<file path="src/hdl/dbscan_pkg.sv">
// Package for the point clusterer: sizes, state codes and the result record.
// No dependencies; used by every module in hdl.
package dbscan_pkg;

  localparam int unsigned MaxPoints = 64;
  localparam int unsigned CoordBits = 16;
  localparam int unsigned QueueDepth = 4;

  localparam logic [0:0] RegEps = 1'b0;
  localparam logic [0:0] RegMinNb = 1'b1;

  typedef enum logic [3:0] {
    StIdle,
    StSeedChk,
    StSeedRd,
    StSeedCnt,
    StExpand,
    StScanQueue,
    StPopChk,
    StPopRd,
    StPopEmit,
    StPopCnt,
    StNone,
    StFlush,
    StClear
  } core_state_e;

  // One result travelling from the cluster engine to the output stage.
  typedef struct packed {
    logic [6:0]           cluster_number;
    logic [5:0]           point_index;
    logic [CoordBits-1:0] out_x;
    logic [CoordBits-1:0] out_y;
    logic                 none_found;
    logic                 last_of_run;
  } result_t;

endpackage

</file>
<file path="src/hdl/dbscan_out.sv">
// Result stage: short queue between the engine and the strobed result ports.
// Depends on dbscan_pkg.
module dbscan_out (
  input  logic                clk_i,
  input  logic                rst_ni,
  input  logic                wr_i,
  input  dbscan_pkg::result_t wdata_i,
  output logic                full_o,
  output logic                empty_o,
  output logic                valid_o,
  output dbscan_pkg::result_t rdata_o
);
  localparam int unsigned D = dbscan_pkg::QueueDepth;
  localparam int unsigned AW = $clog2(D);
  dbscan_pkg::result_t mem_q [D];
  logic [AW:0] wp_q, rp_q;
  logic rd;
  assign empty_o = (wp_q == rp_q);
  assign full_o = (wp_q[AW-1:0] == rp_q[AW-1:0]) && (wp_q[AW] != rp_q[AW]);
  assign rd = !empty_o;

  // One result leaves the queue every cycle it holds one.
  always_ff @(posedge clk_i) begin
    if (wr_i) mem_q[wp_q[AW-1:0]] <= wdata_i;
    if (rd) rdata_o <= mem_q[rp_q[AW-1:0]];
  end
  always_ff @(posedge clk_i or negedge rst_ni) begin
    if (!rst_ni) begin
      wp_q <= '0;
      rp_q <= '0;
      valid_o <= 1'b0;
    end else begin
      if (wr_i) wp_q <= wp_q + 1'b1;
      if (rd) rp_q <= rp_q + 1'b1;
      valid_o <= rd;
    end
  end
  assert property (@(posedge clk_i) disable iff (!rst_ni) wr_i |-> !full_o)
    else $error("result queue written while full");
endmodule
</file>
<file path="config.mk">
export PLATFORM = sky130hd
export DESIGN_NAME = dbscan_out
export DESIGN_NICKNAME = d
export VERILOG_FILES = /design/src/hdl/dbscan_pkg.sv /design/src/hdl/dbscan_out.sv
export SDC_FILE = /design/constraint.sdc
export NUM_CORES = 1
export LEC_CHECK = 0
export BUFFER_PORTS_ARGS = -buffer_cell sky130_fd_sc_hd__buf_2
export CAP_MARGIN = 20
export CORE_MARGIN = 2
export CORE_UTILIZATION = 65
export CTS_BUF_LIST = sky130_fd_sc_hd__clkbuf_8
export CTS_CLUSTER_SIZE = 10
export DETAILED_ROUTE_END_ITERATION = 10
export PLACE_DENSITY_LB_ADDON = 0.05
export RECOVER_POWER = 100
export SLEW_MARGIN = 40
export SYNTH_ARGS = -nofsm -noshare
export SYNTH_HDL_FRONTEND = slang
export SYNTH_SLANG_ARGS = --single-unit
</file>
<file path="constraint.sdc">
create_clock -name clk_i -period 3.8 [get_ports clk_i]
set_clock_uncertainty 0.15 [all_clocks]
set_input_delay 0 -clock clk_i [delete_from_list [all_inputs] [get_ports clk_i]]
set_output_delay 0 -clock clk_i [all_outputs]
set_load 0.03 [all_outputs]
</file>
* Word level (Yosys, flattened, before mapping)
Memory sizes are Yosys's and may differ from the RTL's. A register that Yosys moved wholly into a read port is not among the register bits.
Index checks and enable logic that the tools add are counted.
** Storage, ports and cells
- Latch bits :: 0
- Input port bits :: 50
- Output and inout port bits :: 50
- Register bits :: 7
- Bits in read-only memories :: 0
- Memories kept :: 1
- Memory bits (writable) :: 188
** Operators by class
- Magnitude comparators :: 0
- Shift-type cells :: 0
- Reductions and logical operators :: 3
- Equal/unequal tests :: 3
- Add/subtract/negate cells :: 2
- $mul :: 0
- Muxes and demuxes :: 2
- Div/mod/pow operators :: 0
- Bitwise gates (word level) :: 0
** Memories
- mem_q :: words 4, bits a word 47, read ports 1, clocked after Yosys merged registers in 1, write ports 1, line dbscan_out.sv:15 : dbscan_pkg::result_t mem_q [D];
** Operators with widths (count)
- $add 3x1->3 const B :: 2
- $eq 3x3->1 :: 1
- $eq 2x2->1 :: 1
- $logic_not 1->1 :: 2
- $mux 1 :: 2
- $logic_and 1x1->1 :: 1
- $ne 1x1->1 :: 1

* Depth between registers and ports, before layout
Gate-level depths: netlist (run 1).
- Depth in word-level cells :: 2
- Gate-level depth with buffers :: 4

* Worst setup path after synthesis (run 1)
Ideal clock, no wire load.
- Kind :: reg2reg
- Start point :: register wp_q[0]
- End point :: memory mem_q[2][0] (netlist name), enable pin
- Required time :: 3241 ps
- Library setup time :: 409 ps
- Arrival time :: 1789 ps
- Stages on the path, launching flop included :: 4
- Buffers on the path :: 0
- Slack :: 1452 ps
- Cells stage by stage :: dfrtp_1 > inv_1 > ha_1 > and2_1
** RTL lines
- start, declared :: line dbscan_out.sv:16 : logic [AW:0] wp_q, rp_q;
- start signal, assigned :: line dbscan_out.sv:33 : if (wr_i) wp_q <= wp_q + 1'b1;
- end, declared :: line dbscan_out.sv:15
No word-level cell before the write port.

* Worst setup path after layout (run 1)
- Start point :: register rp_q[0]
- End point :: output empty_o
** Between the ends
- Word-level cells in the longest chain between the ends :: 1
** Ends and longest elaborated chain
- start, declared :: line dbscan_out.sv:16
- start signal, assigned :: line dbscan_out.sv:34 : if (rd) rp_q <= rp_q + 1'b1;
- $eq 3x3->1 :: line dbscan_out.sv:18 : assign empty_o = (wp_q == rp_q);
- end, declared :: line dbscan_out.sv:9 : output logic empty_o,
No other way between the ends.

==> flow_metrics.env, run 1 <==
export IMPL_rows=42
export IMPL_place_congestion=0.709
export IMPL_dr_pass1_iters=5
export IMPL_die_x_um=119
export IMPL_post_route_period_util_pct=83.3
export IMPL_antenna_found_initial=0
export IMPL_crit_required_ns=3.65
export IMPL_cap_violations=2
export IMPL_grt_pass1_vias=4248
export IMPL_p_leak_nw=3.46
export IMPL_peakVddDrop_uv=526
export IMPL_fmax_mhz=316
export IMPL_h_tree_depth=2
export IMPL_synth_seq_cells=242
export IMPL_critPathCaptureType="primary output"
export IMPL_maxSlewHeadroom_pct=-11.4
export IMPL_reg2reg_from="wp_q[1]$_DFFE_PN0P_"
export IMPL_synthTopCellsByArea="edfxtp_1 82%, mux4_2 11%, dfrtp_1 2.0%"
export IMPL_detail_route_antenna_nets=0
export IMPL_setup_violations=0
export IMPL_rr_endpoint="mem_q[1][22]$_DFFE_PP_"
export IMPL_grt_usage_pct=21.2
export IMPL_overflow=0
export IMPL_place_hpwl_mm=8.04
export IMPL_reg2reg_depth=4
export IMPL_vias=3961
export IMPL_rsz0062_at_grt="no"
export IMPL_cts_root_buf="clkbuf_8"
export IMPL_tritoncts="yes"
export IMPL_post_cts_buffers=0
export IMPL_power_density_mw_per_mm2=800
export IMPL_crit_path_start_kind="register"
export IMPL_grt_pass1_wl_mm=22.2
export IMPL_drt_initial_drc_count=270
export IMPL_die_area_mm2=0.0142
export IMPL_design_portCount=100
export IMPL_status="complete, but fails checks"
export IMPL_crit_family="buffers and inverters"
export IMPL_yosys_area_top_type="edfxtp_1"
export IMPL_rrSetupSlack_ns=0.71
export IMPL_critPathSlowestCell="dfrtp_4"
export IMPL_clk_path_buf_depth=3
export IMPL_synth_area_mm2=0.00864
export IMPL_wl_per_cell_um=20.1
export IMPL_synth_area_per_cell_um2=26.3
export IMPL_hold_viol_final=0
export IMPL_grt_start_max_net_pins=50
export IMPL_viasPerCell=5.52
export IMPL_numPlacedInstances=603
export IMPL_syn_nets=384
export IMPL_violations="capacitance limit, slew limit"
export IMPL_yosysSeqAreaShare_pct=83.7
export IMPL_crit_path_cell_trace="xnor2_1, nand3_2, buf_4, inv_1, clkbuf_1"
export IMPL_drc=0
export IMPL_synthToLayoutAreaGrowth_pct=19.1
export IMPL_yosys_area_top_type_share_pct=81.7
export IMPL_fin_crit_ns=3.16
export IMPL_wl_mm=14.4
export IMPL_tns_ns=0
export IMPL_coreArea_mm2=0.0131
export IMPL_synthCells=329
export IMPL_cts_buffers=37
export IMPL_worst_path_buf_inv=3
export IMPL_slowest_delay_ns=0.67
export IMPL_stdcell_count=718
export IMPL_synth_cell_types=23
export IMPL_crit_path_start="rp_q[0]$_DFFE_PN0P_"
export IMPL_cp_max_fo=32
export IMPL_maxSlewViolCount=51
export IMPL_hp_class="in2reg"
export IMPL_die_y_um=119
export IMPL_clk_latency_ns=0.49
export IMPL_worstMarginPinSlew_ns=1.67
export IMPL_crit_type="reg2out"
export IMPL_cts_sinks=242
export IMPL_portBuffers=99
export IMPL_fin_nets=571
export IMPL_diodes=0
export IMPL_drive_above_1_share_pct=17.3
export IMPL_worstPathArrival_ns=3.01
export IMPL_ys_warn_count=0
export IMPL_clk_pin_slew_ns=0.06
export IMPL_n_fill_cell=743
export IMPL_endpoint="empty_o"
export IMPL_initial_core_util_pct=66.0
export IMPL_cp_depth=5
## through the flow
step / utilization, % / setup WS [ns] / total power [mW] / area, µm² / hold slack [ns]
6_report: 78.6 / 0.636 / 8.23 / 10300 / 0.150
2_1_floorplan: - / 1.45 / 5.92 / 8640 / -0.446
3_5_place_dp: 71.3 / 1.34 / 6.57 / 9330 / -0.300
5_1_grt: 78.6 / 0.382 / 8.62 / 10300 / 0.152
4_1_cts: 79.9 / 0.788 / 8.41 / 10500 / 0.0692
3_3_place_gp: 71.3 / 1.34 / 6.51 / 9330 / -0.296
## worst min-delay path by stage
stage | start | end | slack [ns] | cells past startpoint
finish | wr_i | wp_q[0]$_DFFE_PN0P_ | 0.15 | 3
global route | wdata_i[13] | mem_q[2][13]$_DFFE_PP_ | 0.15 | 2
CTS | wdata_i[9] | mem_q[2][9]$_DFFE_PP_ | 0.07 | 2
floorplan | rst_ni | rp_q[0]$_DFFE_PN0P_ | -0.45 | 0
detailed placement | rst_ni | valid_o$_DFF_PN0_ | -0.30 | 1
global placement | rst_ni | valid_o$_DFF_PN0_ | -0.30 | 1
## layout make-up
type | count | area, µm² | area share, %
flip-flops and latches | 242 | 7240 | 70.3
multi-input cells | 72 | 1280 | 12.4
repair buffers | 159 | 921 | 8.95
clock buffers | 37 | 509 | 4.95
well taps | 176 | 220 | 2.14
clock inverters | 28 | 113 | 1.09
inverters | 4 | 15.0 | 0.146
## report_power, final
| group | switching [mW] | internal (mW) |
|---|---|---|
| Sequential | 0.276 | 3.87 |
| Combinational | 1.51 | 0.784 |
| Clock | 0.882 | 0.907 |
| Total | 2.67 | 5.56 |
## cell usage after synthesis
| cell | instances |
|---|---|
| edfxtp_1 | 235 |
| mux4_2 | 43 |
| dfrtp_1 | 7 |
| ha_1 | 5 |
| and2_1 | 4 |
| inv_1 | 4 |
| mux4_1 | 4 |
| buf_12 | 3 |
| buf_2 | 3 |
| nand2_1 | 3 |
| xor2_1 | 3 |
| buf_1 | 2 |
| buf_4 | 2 |
| xnor2_1 | 2 |
| a211o_1 | 1 |
| buf_6 | 1 |
| mux2_1 | 1 |
| nand3_1 | 1 |
| nand3_2 | 1 |
| nand4_1 | 1 |
| nor2_1 | 1 |
| o21ai_0 | 1 |
| xnor2_2 | 1 |
## registers in the layout, summed over array words and instances (netlist names)
register	cells
mem_q	188
rdata_o	47
rp_q	3
valid_o	1
wp_q	3
## cells by family after synthesis
logic type               share of synthesized area, %
flip-flops                                       83.7
AND/OR/NAND/NOR                                 0.710
buffers and inverters                            1.43
adder cells (fa/ha/maj)                         0.724
AO/OA/AOI/OAI                                   0.159
multiplexers                                     12.6
XOR/XNOR                                        0.695
## metal layers
layer | part of all wire (%) | GRT usage (%) | vias up
li1 | - | - | 1775
met1 | 40 | 27.3 | 2030
met2 | 52 | 35.3 | 121
met3 | 4.9 | 4.79 | 35
met4 | 2.8 | 9.67 | 0
met5 | 0 | 0 | -
## worst min-delay path: cells and delay by family
family | cells | cell delay, ns
buffers and inverters | 2 | 0.68
XOR/XNOR | 1 | 0.07
## what timing repair did
action                                 4_1_cts  5_1_grt
hold buffers                                50        0
endpoints found under the hold margin      207        0
gates resized for setup                      0        0
## placed cells by master, fill, tap and decap left out, types with 4 or more instances in the layout
cell type	n
clkbuf_2	4
clkbuf_8	37
edfxtp_1	235
mux4_2	43
mux4_1	4
dfrtp_1	5
ha_1	5
clkinv_1	9
dlygate4sd3_1	50
clkbuf_1	102
inv_1	20
(Power assumes the default switching activity.)
==> inputs of run 2 (changes only) <==
--- a/config.mk
+++ b/config.mk
@@ -8,7 +8,7 @@
 export BUFFER_PORTS_ARGS = -buffer_cell sky130_fd_sc_hd__buf_2
 export CAP_MARGIN = 20
 export CORE_MARGIN = 2
-export CORE_UTILIZATION = 65
+export CORE_UTILIZATION = 60
 export CTS_BUF_LIST = sky130_fd_sc_hd__clkbuf_8
 export CTS_CLUSTER_SIZE = 10
 export DETAILED_ROUTE_END_ITERATION = 10
==> constraint.sdc (replaced) <==
create_clock -name clk_i -period 3.2 [get_ports clk_i]
set_clock_uncertainty 0.15 [all_clocks]
set_input_delay 0 -clock clk_i [delete_from_list [all_inputs] [get_ports clk_i]]
set_output_delay 0 -clock clk_i [all_outputs]
set_load 0.03 [all_outputs]
==> run 2 against run 1 <==
Effect of this change: the flow still finishes with violations (capacitance limit, slew limit); global-route usage fell by 1.3 points; hold slack got worse by 0.031 ns; design area rose by 1.3%; worst setup slack got worse by 0.27 ns; sequential share of layout area down 0.89 points; routed wire length grew 0.78%; combinational power grew 23%; largest power group unchanged.
==> flow_metrics.env, run 2 (synthesis results as in run 1) <==
export IMPL_status="complete, but fails checks"
export IMPL_violations="capacitance limit, slew limit"
export IMPL_maxSlewViolCount=21
export IMPL_largest_reg_flops=188
export IMPL_wl_mm=14.5
export IMPL_drt_initial_drc_count=266
export IMPL_drive_above_1_share_pct=18.6
export IMPL_grt_pass1_vias=4210
export IMPL_n_fill_cell=858
export IMPL_cap_violations=1
export IMPL_critPathCaptureType="primary output"
export IMPL_place_hpwl_mm=8.03
export IMPL_place_congestion=0.680
export IMPL_drc=0
export IMPL_die_x_um=124
export IMPL_fin_nets=574
export IMPL_die_y_um=124
export IMPL_grt_start_max_net_pins=50
export IMPL_final_common_cell="edfxtp_1"
export IMPL_fin_crit_ns=2.83
export IMPL_design_portCount=100
export IMPL_worstPathArrival_ns=2.68
export IMPL_setup_violations=0
export IMPL_finalPower_mw=10.0
export IMPL_multiInputGateArea_mm2=0.00129
export IMPL_h_tree_depth=2
export IMPL_detail_route_antenna_nets=0
export IMPL_crit_required_ns=3.05
export IMPL_tns_ns=0
export IMPL_diodes=0
export IMPL_clk_latency_ns=0.52
export IMPL_grt_pass1_wl_mm=22.0
export IMPL_tritoncts="yes"
export IMPL_vias=4019
export IMPL_grt_busiest_layer="met2"
export IMPL_post_route_period_util_pct=88.5
export IMPL_maxSlewHeadroom_pct=-0.0999
export IMPL_dr_pass1_iters=4
export IMPL_layout_common_cells="235 x edfxtp_1, 99 x clkbuf_1, 50 x dlygate4sd3_1"
export IMPL_peakVddDrop_uv=578
export IMPL_worstMarginPinSlew_ns=1.50
export IMPL_initial_core_util_pct=61.8
export IMPL_p_leak_nw=3.53
export IMPL_grt_util_met2_pct=32.6
export IMPL_fmax_mhz=353
export IMPL_wl_per_cell_um=20.1
export IMPL_crit_type="reg2out"
export IMPL_cts_buffers=38
export IMPL_synthToLayoutAreaGrowth_pct=20.7
export IMPL_clk_pin_slew_ns=0.06
export IMPL_clk_path_buf_depth=3
export IMPL_die_area_mm2=0.0154
export IMPL_hold_viol_final=0
export IMPL_cp_max_fo=28
export IMPL_overflow=0
export IMPL_postPlaceCellArea_mm2=0.00940
export IMPL_viasPerCell=5.55
export IMPL_cts_root_buf="clkbuf_8"
export IMPL_met3_usage_pct=4.99
export IMPL_rows=43
export IMPL_power_density_mw_per_mm2=962
export IMPL_grtUsageMet1_pct=26.7
export IMPL_portBuffers=99
export IMPL_crit_path_start_kind="register"
export IMPL_design_area_mm2=0.0104
export IMPL_grt_usage_pct=20.0
export IMPL_antenna_found_initial=0
export IMPL_rsz0062_at_grt="no"
export IMPL_utilization_pct=74.5
export IMPL_cts_sinks=242
export IMPL_seqCellArea_mm2=0.00724
export IMPL_coreArea_mm2=0.0140
export IMPL_hp_class="in2reg"
## run 2: cell count changes in the layout (fill, tap and decap cells not counted), sizes merged
cell and delta:
clkinv -8, clkbuf -3, buf +7, inv +4
bufinv +1, clkinvlp +1
## run 2: worst max-delay path, cell delays in order (launching register included)
cell	delay [ns]
dfrtp_4	0.66
xnor2_2	0.36
nand3_4	0.41
buf_12	0.34
inv_1	0.07
clkbuf_1	0.31
## run 2: cell type report
type	count	share of cell area [%]
Timing Repair Buffer	161	9.50
Inverter	4	0.144
Clock inverter	26	1.24
Sequential cell	242	69.4
Tap cell	180	2.16
Multi-Input combinational cell	72	12.4
Clock buffer	39	5.15
## run 2: report_power, final
group	switching [mW]	total (mW)	internal [mW]
logic	1.83	2.84	1.01
clock network	1.08	2.28	1.20
registers	0.312	4.90	4.59
total	3.22	10.0	6.81
## run 2: final timing paths
| check | depth (start not counted) | startpoint | end | slack [ns] |
|---|---|---|---|---|
| hold reg to reg | 1 | wp_q[2]$_DFFE_PN0P_ | wp_q[2]$_DFFE_PN0P_ | 0.37 |
| setup / recovery | 5 | rp_q[0]$_DFFE_PN0P_ | empty_o | 0.37 |
| min in group asynchronous | 3 | rst_ni | wp_q[0]$_DFFE_PN0P_ | 0.30 |
| max in group asynchronous | 3 | rst_ni | rp_q[0]$_DFFE_PN0P_ | 2.29 |
| hold / removal | 3 | wr_i | wp_q[0]$_DFFE_PN0P_ | 0.12 |
| setup reg to reg | 4 | wp_q[0]$_DFFE_PN0P_ | mem_q[2][16]$_DFFE_PP_ | 0.38 |
## run 2: routing by layer
layer / routed length (µm) / vias to the layer above
met5: 0 / -
met4: 279 / 0
met3: 855 / 26
met2: 7360 / 127
met1: 6040 / 2090
li1: - / 1776
## run 2: through the flow
| step | hold WS (ns) | setup slack [ns] | instances |
|---|---|---|---|
| 3_3_place_gp | -0.303 | 1.02 | 609 |
| 6_report | 0.119 | 0.369 | 724 |
| 3_5_place_dp | -0.302 | 0.982 | 609 |
| 4_1_cts | 0.0481 | 0.426 | 724 |
| 5_1_grt | 0.118 | 0.166 | 724 |
| 2_1_floorplan | -0.446 | 0.852 | 329 |
## run 2: repair_timing
item | CTS | global route
resized for setup | 0 | 0
hold endpoints to repair | 197 | 0
setup buffers | 0 | 0
hold buffers | 50 | 0
==> inputs of run 3 (changes only) <==
--- a/config.mk
+++ b/config.mk
@@ -7,9 +7,11 @@
 export LEC_CHECK = 0
 export BUFFER_PORTS_ARGS = -buffer_cell sky130_fd_sc_hd__buf_2
 export CAP_MARGIN = 20
+export CELL_PAD_IN_SITES_DETAIL_PLACEMENT = 0
+export CELL_PAD_IN_SITES_GLOBAL_PLACEMENT = 2
 export CORE_MARGIN = 2
-export CORE_UTILIZATION = 60
-export CTS_BUF_LIST = sky130_fd_sc_hd__clkbuf_8
+export CORE_UTILIZATION = 46
+export CTS_BUF_LIST = sky130_fd_sc_hd__clkbuf_16
 export CTS_CLUSTER_SIZE = 10
 export DETAILED_ROUTE_END_ITERATION = 10
 export PLACE_DENSITY_LB_ADDON = 0.05
==> run 3 against run 2 <==
Effect of this change: the run still ends with capacitance limit, slew limit left; critical endpoint unchanged; hold slack improved by 0.013 ns; final cell count rose by 5.5%; global-route usage fell by 4.5 points; via count fell by 3.4%; non-clock buffer count fell by 1; sequential share of layout area fell by 1.2 points; critical path depth did not move; largest cell class unchanged; first-iteration DRC count fell by 29%; core utilization fell by 17 points; combinational power barely moved; sequential power barely moved; clock-buffer cell count fell by 10.
==> flow_metrics.env, run 3 (synthesis results as in run 1) <==
export IMPL_post_route_period_util_pct=83.8
export IMPL_worstPathArrival_ns=2.53
export IMPL_diodes=0
export IMPL_grtUsageMet1_pct=20.2
export IMPL_fin_nets=563
export IMPL_p_comb_share_pct=27.0
export IMPL_final_common_cell="edfxtp_1"
export IMPL_maxSlewViolCount=19
export IMPL_grt_start_max_net_pins=50
export IMPL_cts_sinks=242
export IMPL_synthToLayoutAreaGrowth_pct=22.8
export IMPL_cp_max_fo=20
export IMPL_seqPwrFrac_pct=46.9
export IMPL_die_area_mm2=0.0199
export IMPL_clk_path_buf_depth=3
export IMPL_tns_ns=0
export IMPL_utilization_pct=57.1
export IMPL_fin_crit_ns=2.68
export IMPL_portBuffers=99
export IMPL_cap_violations=1
export IMPL_drc=0
export IMPL_dr_pass1_iters=4
export IMPL_p_leak_nw=3.58
export IMPL_rows=50
export IMPL_hp_class="in2reg"
export IMPL_setup_violations=0
export IMPL_grt_pass1_wl_mm=23.3
export IMPL_grt_util_met2_pct=26.9
export IMPL_wl_mm=15.0
export IMPL_met3_usage_pct=2.85
export IMPL_crit_type="reg2out"
export IMPL_worst_slack_ns=0.520
export IMPL_design_portCount=100
export IMPL_post_cts_buffers=0
export IMPL_internal_power_mw=7.19
export IMPL_hold_ws_ns=0.132
export IMPL_violations="capacitance limit, slew limit"
export IMPL_die_x_um=141
export IMPL_tritoncts="yes"
export IMPL_vias=3883
export IMPL_wl_per_cell_um=19.6
export IMPL_p_clk_share_pct=26.1
export IMPL_hold_viol_final=0
export IMPL_overflow=0
export IMPL_grt_busiest_layer="met2"
export IMPL_grt_pass1_vias=4303
export IMPL_crit_path_start_kind="register"
export IMPL_rsz0062_at_grt="no"
export IMPL_clk_latency_ns=0.52
export IMPL_maxSlewHeadroom_pct=-2.56
export IMPL_worstMarginPinSlew_ns=1.54
export IMPL_crit_required_ns=3.05
export IMPL_cts_buffers=28
export IMPL_drive_above_1_share_pct=17.0
export IMPL_detail_route_antenna_nets=0
export IMPL_netSwitchingFraction_pct=31.3
export IMPL_place_congestion=0.660
export IMPL_die_y_um=141
export IMPL_n_fill_cell=1443
export IMPL_peakVddDrop_uv=499
export IMPL_status="complete, but fails checks"
export IMPL_power_density_mw_per_mm2=985
export IMPL_h_tree_depth=1
export IMPL_pre_cts_ws_ns=1.09
export IMPL_largest_reg_flops=188
export IMPL_coreArea_mm2=0.0186
export IMPL_cts_root_buf="clkbuf_16"
export IMPL_grt_usage_pct=15.5
export IMPL_layout_common_cells="235 x edfxtp_1, 96 x clkbuf_1, 50 x dlygate4sd3_1"
export IMPL_drt_initial_drc_count=189
export IMPL_rrSetupSlack_ns=0.53
export IMPL_place_hpwl_mm=8.36
export IMPL_clk_pin_slew_ns=0.05
export IMPL_critPathCaptureType="primary output"
export IMPL_antenna_found_initial=0
export IMPL_initial_core_util_pct=46.5
export IMPL_viasPerCell=5.08
export IMPL_net_switching_power_mw=3.27
export IMPL_fmax_mhz=373
## run 3: changes by cell type in the layout (fill, tap and decap cells not counted), sizes merged
cell    change
buf         -4
bufinv      -1
clkbuf      -7
clkinv      -3
inv         +1
## run 3: what timing repair did
action	CTS	global route
resized for setup	0	0
hold buffers	50	0
hold endpoints to repair	197	0
## run 3: worst paths after layout
kind / startpoint / endpoint / cells after the start
setup / recovery: rp_q[0]$_DFFE_PN0P_ / empty_o / 5
hold / removal: wdata_i[22] / mem_q[0][22]$_DFFE_PP_ / 2
setup reg to reg: wp_q[0]$_DFFE_PN0P_ / mem_q[0][29]$_DFFE_PP_ / 4
hold reg to reg: rp_q[2]$_DFFE_PN0P_ / rp_q[2]$_DFFE_PN0P_ / 2
max in group asynchronous: rst_ni / rp_q[0]$_DFFE_PN0P_ / 3
min in group asynchronous: rst_ni / wp_q[1]$_DFFE_PN0P_ / 3
## run 3: layout make-up
cell class	instances	area (µm²)	area share, %
clock buffers	29	726	6.84
clock inverters	23	90.1	0.849
inverters	4	15.0	0.142
multi-input cells	72	1280	12.1
flip-flops and latches	242	7240	68.2
well taps	234	293	2.76
repair buffers	160	963	9.08
## run 3: power groups by stage
stage	Combinational (mW)	Clock [mW]	Sequential (mW)
CTS	3.04	2.82	4.90
detailed placement	3.00	0	4.95
finish	2.82	2.73	4.90
global route	3.04	2.94	4.98
floorplan	1.52	0	5.51
global placement	2.96	0	4.94
## run 3: through the flow
stage               power (mW)  instances  cell area [µm²]
global placement          7.90        662             9470
CTS                       10.8        764            10800
global route              11.0        764            10600
detailed placement        7.95        662             9470
floorplan                 7.03        329             8640
finish                    10.5        764            10600
## run 3: per-layer routing
metal  vias up  part of all wire, %
li1       1753                    -
met1      2012                   44
met2        91                   50
met3        27                  3.8
met4         0                  2.1
met5         -                    0
## run 3: critical path, stage by stage, from the launching register on
cell     delay [ns]
dfrtp_4        0.65
xnor2_1        0.47
nand3_4        0.30
buf_4          0.33
inv_1          0.07
buf_2          0.19
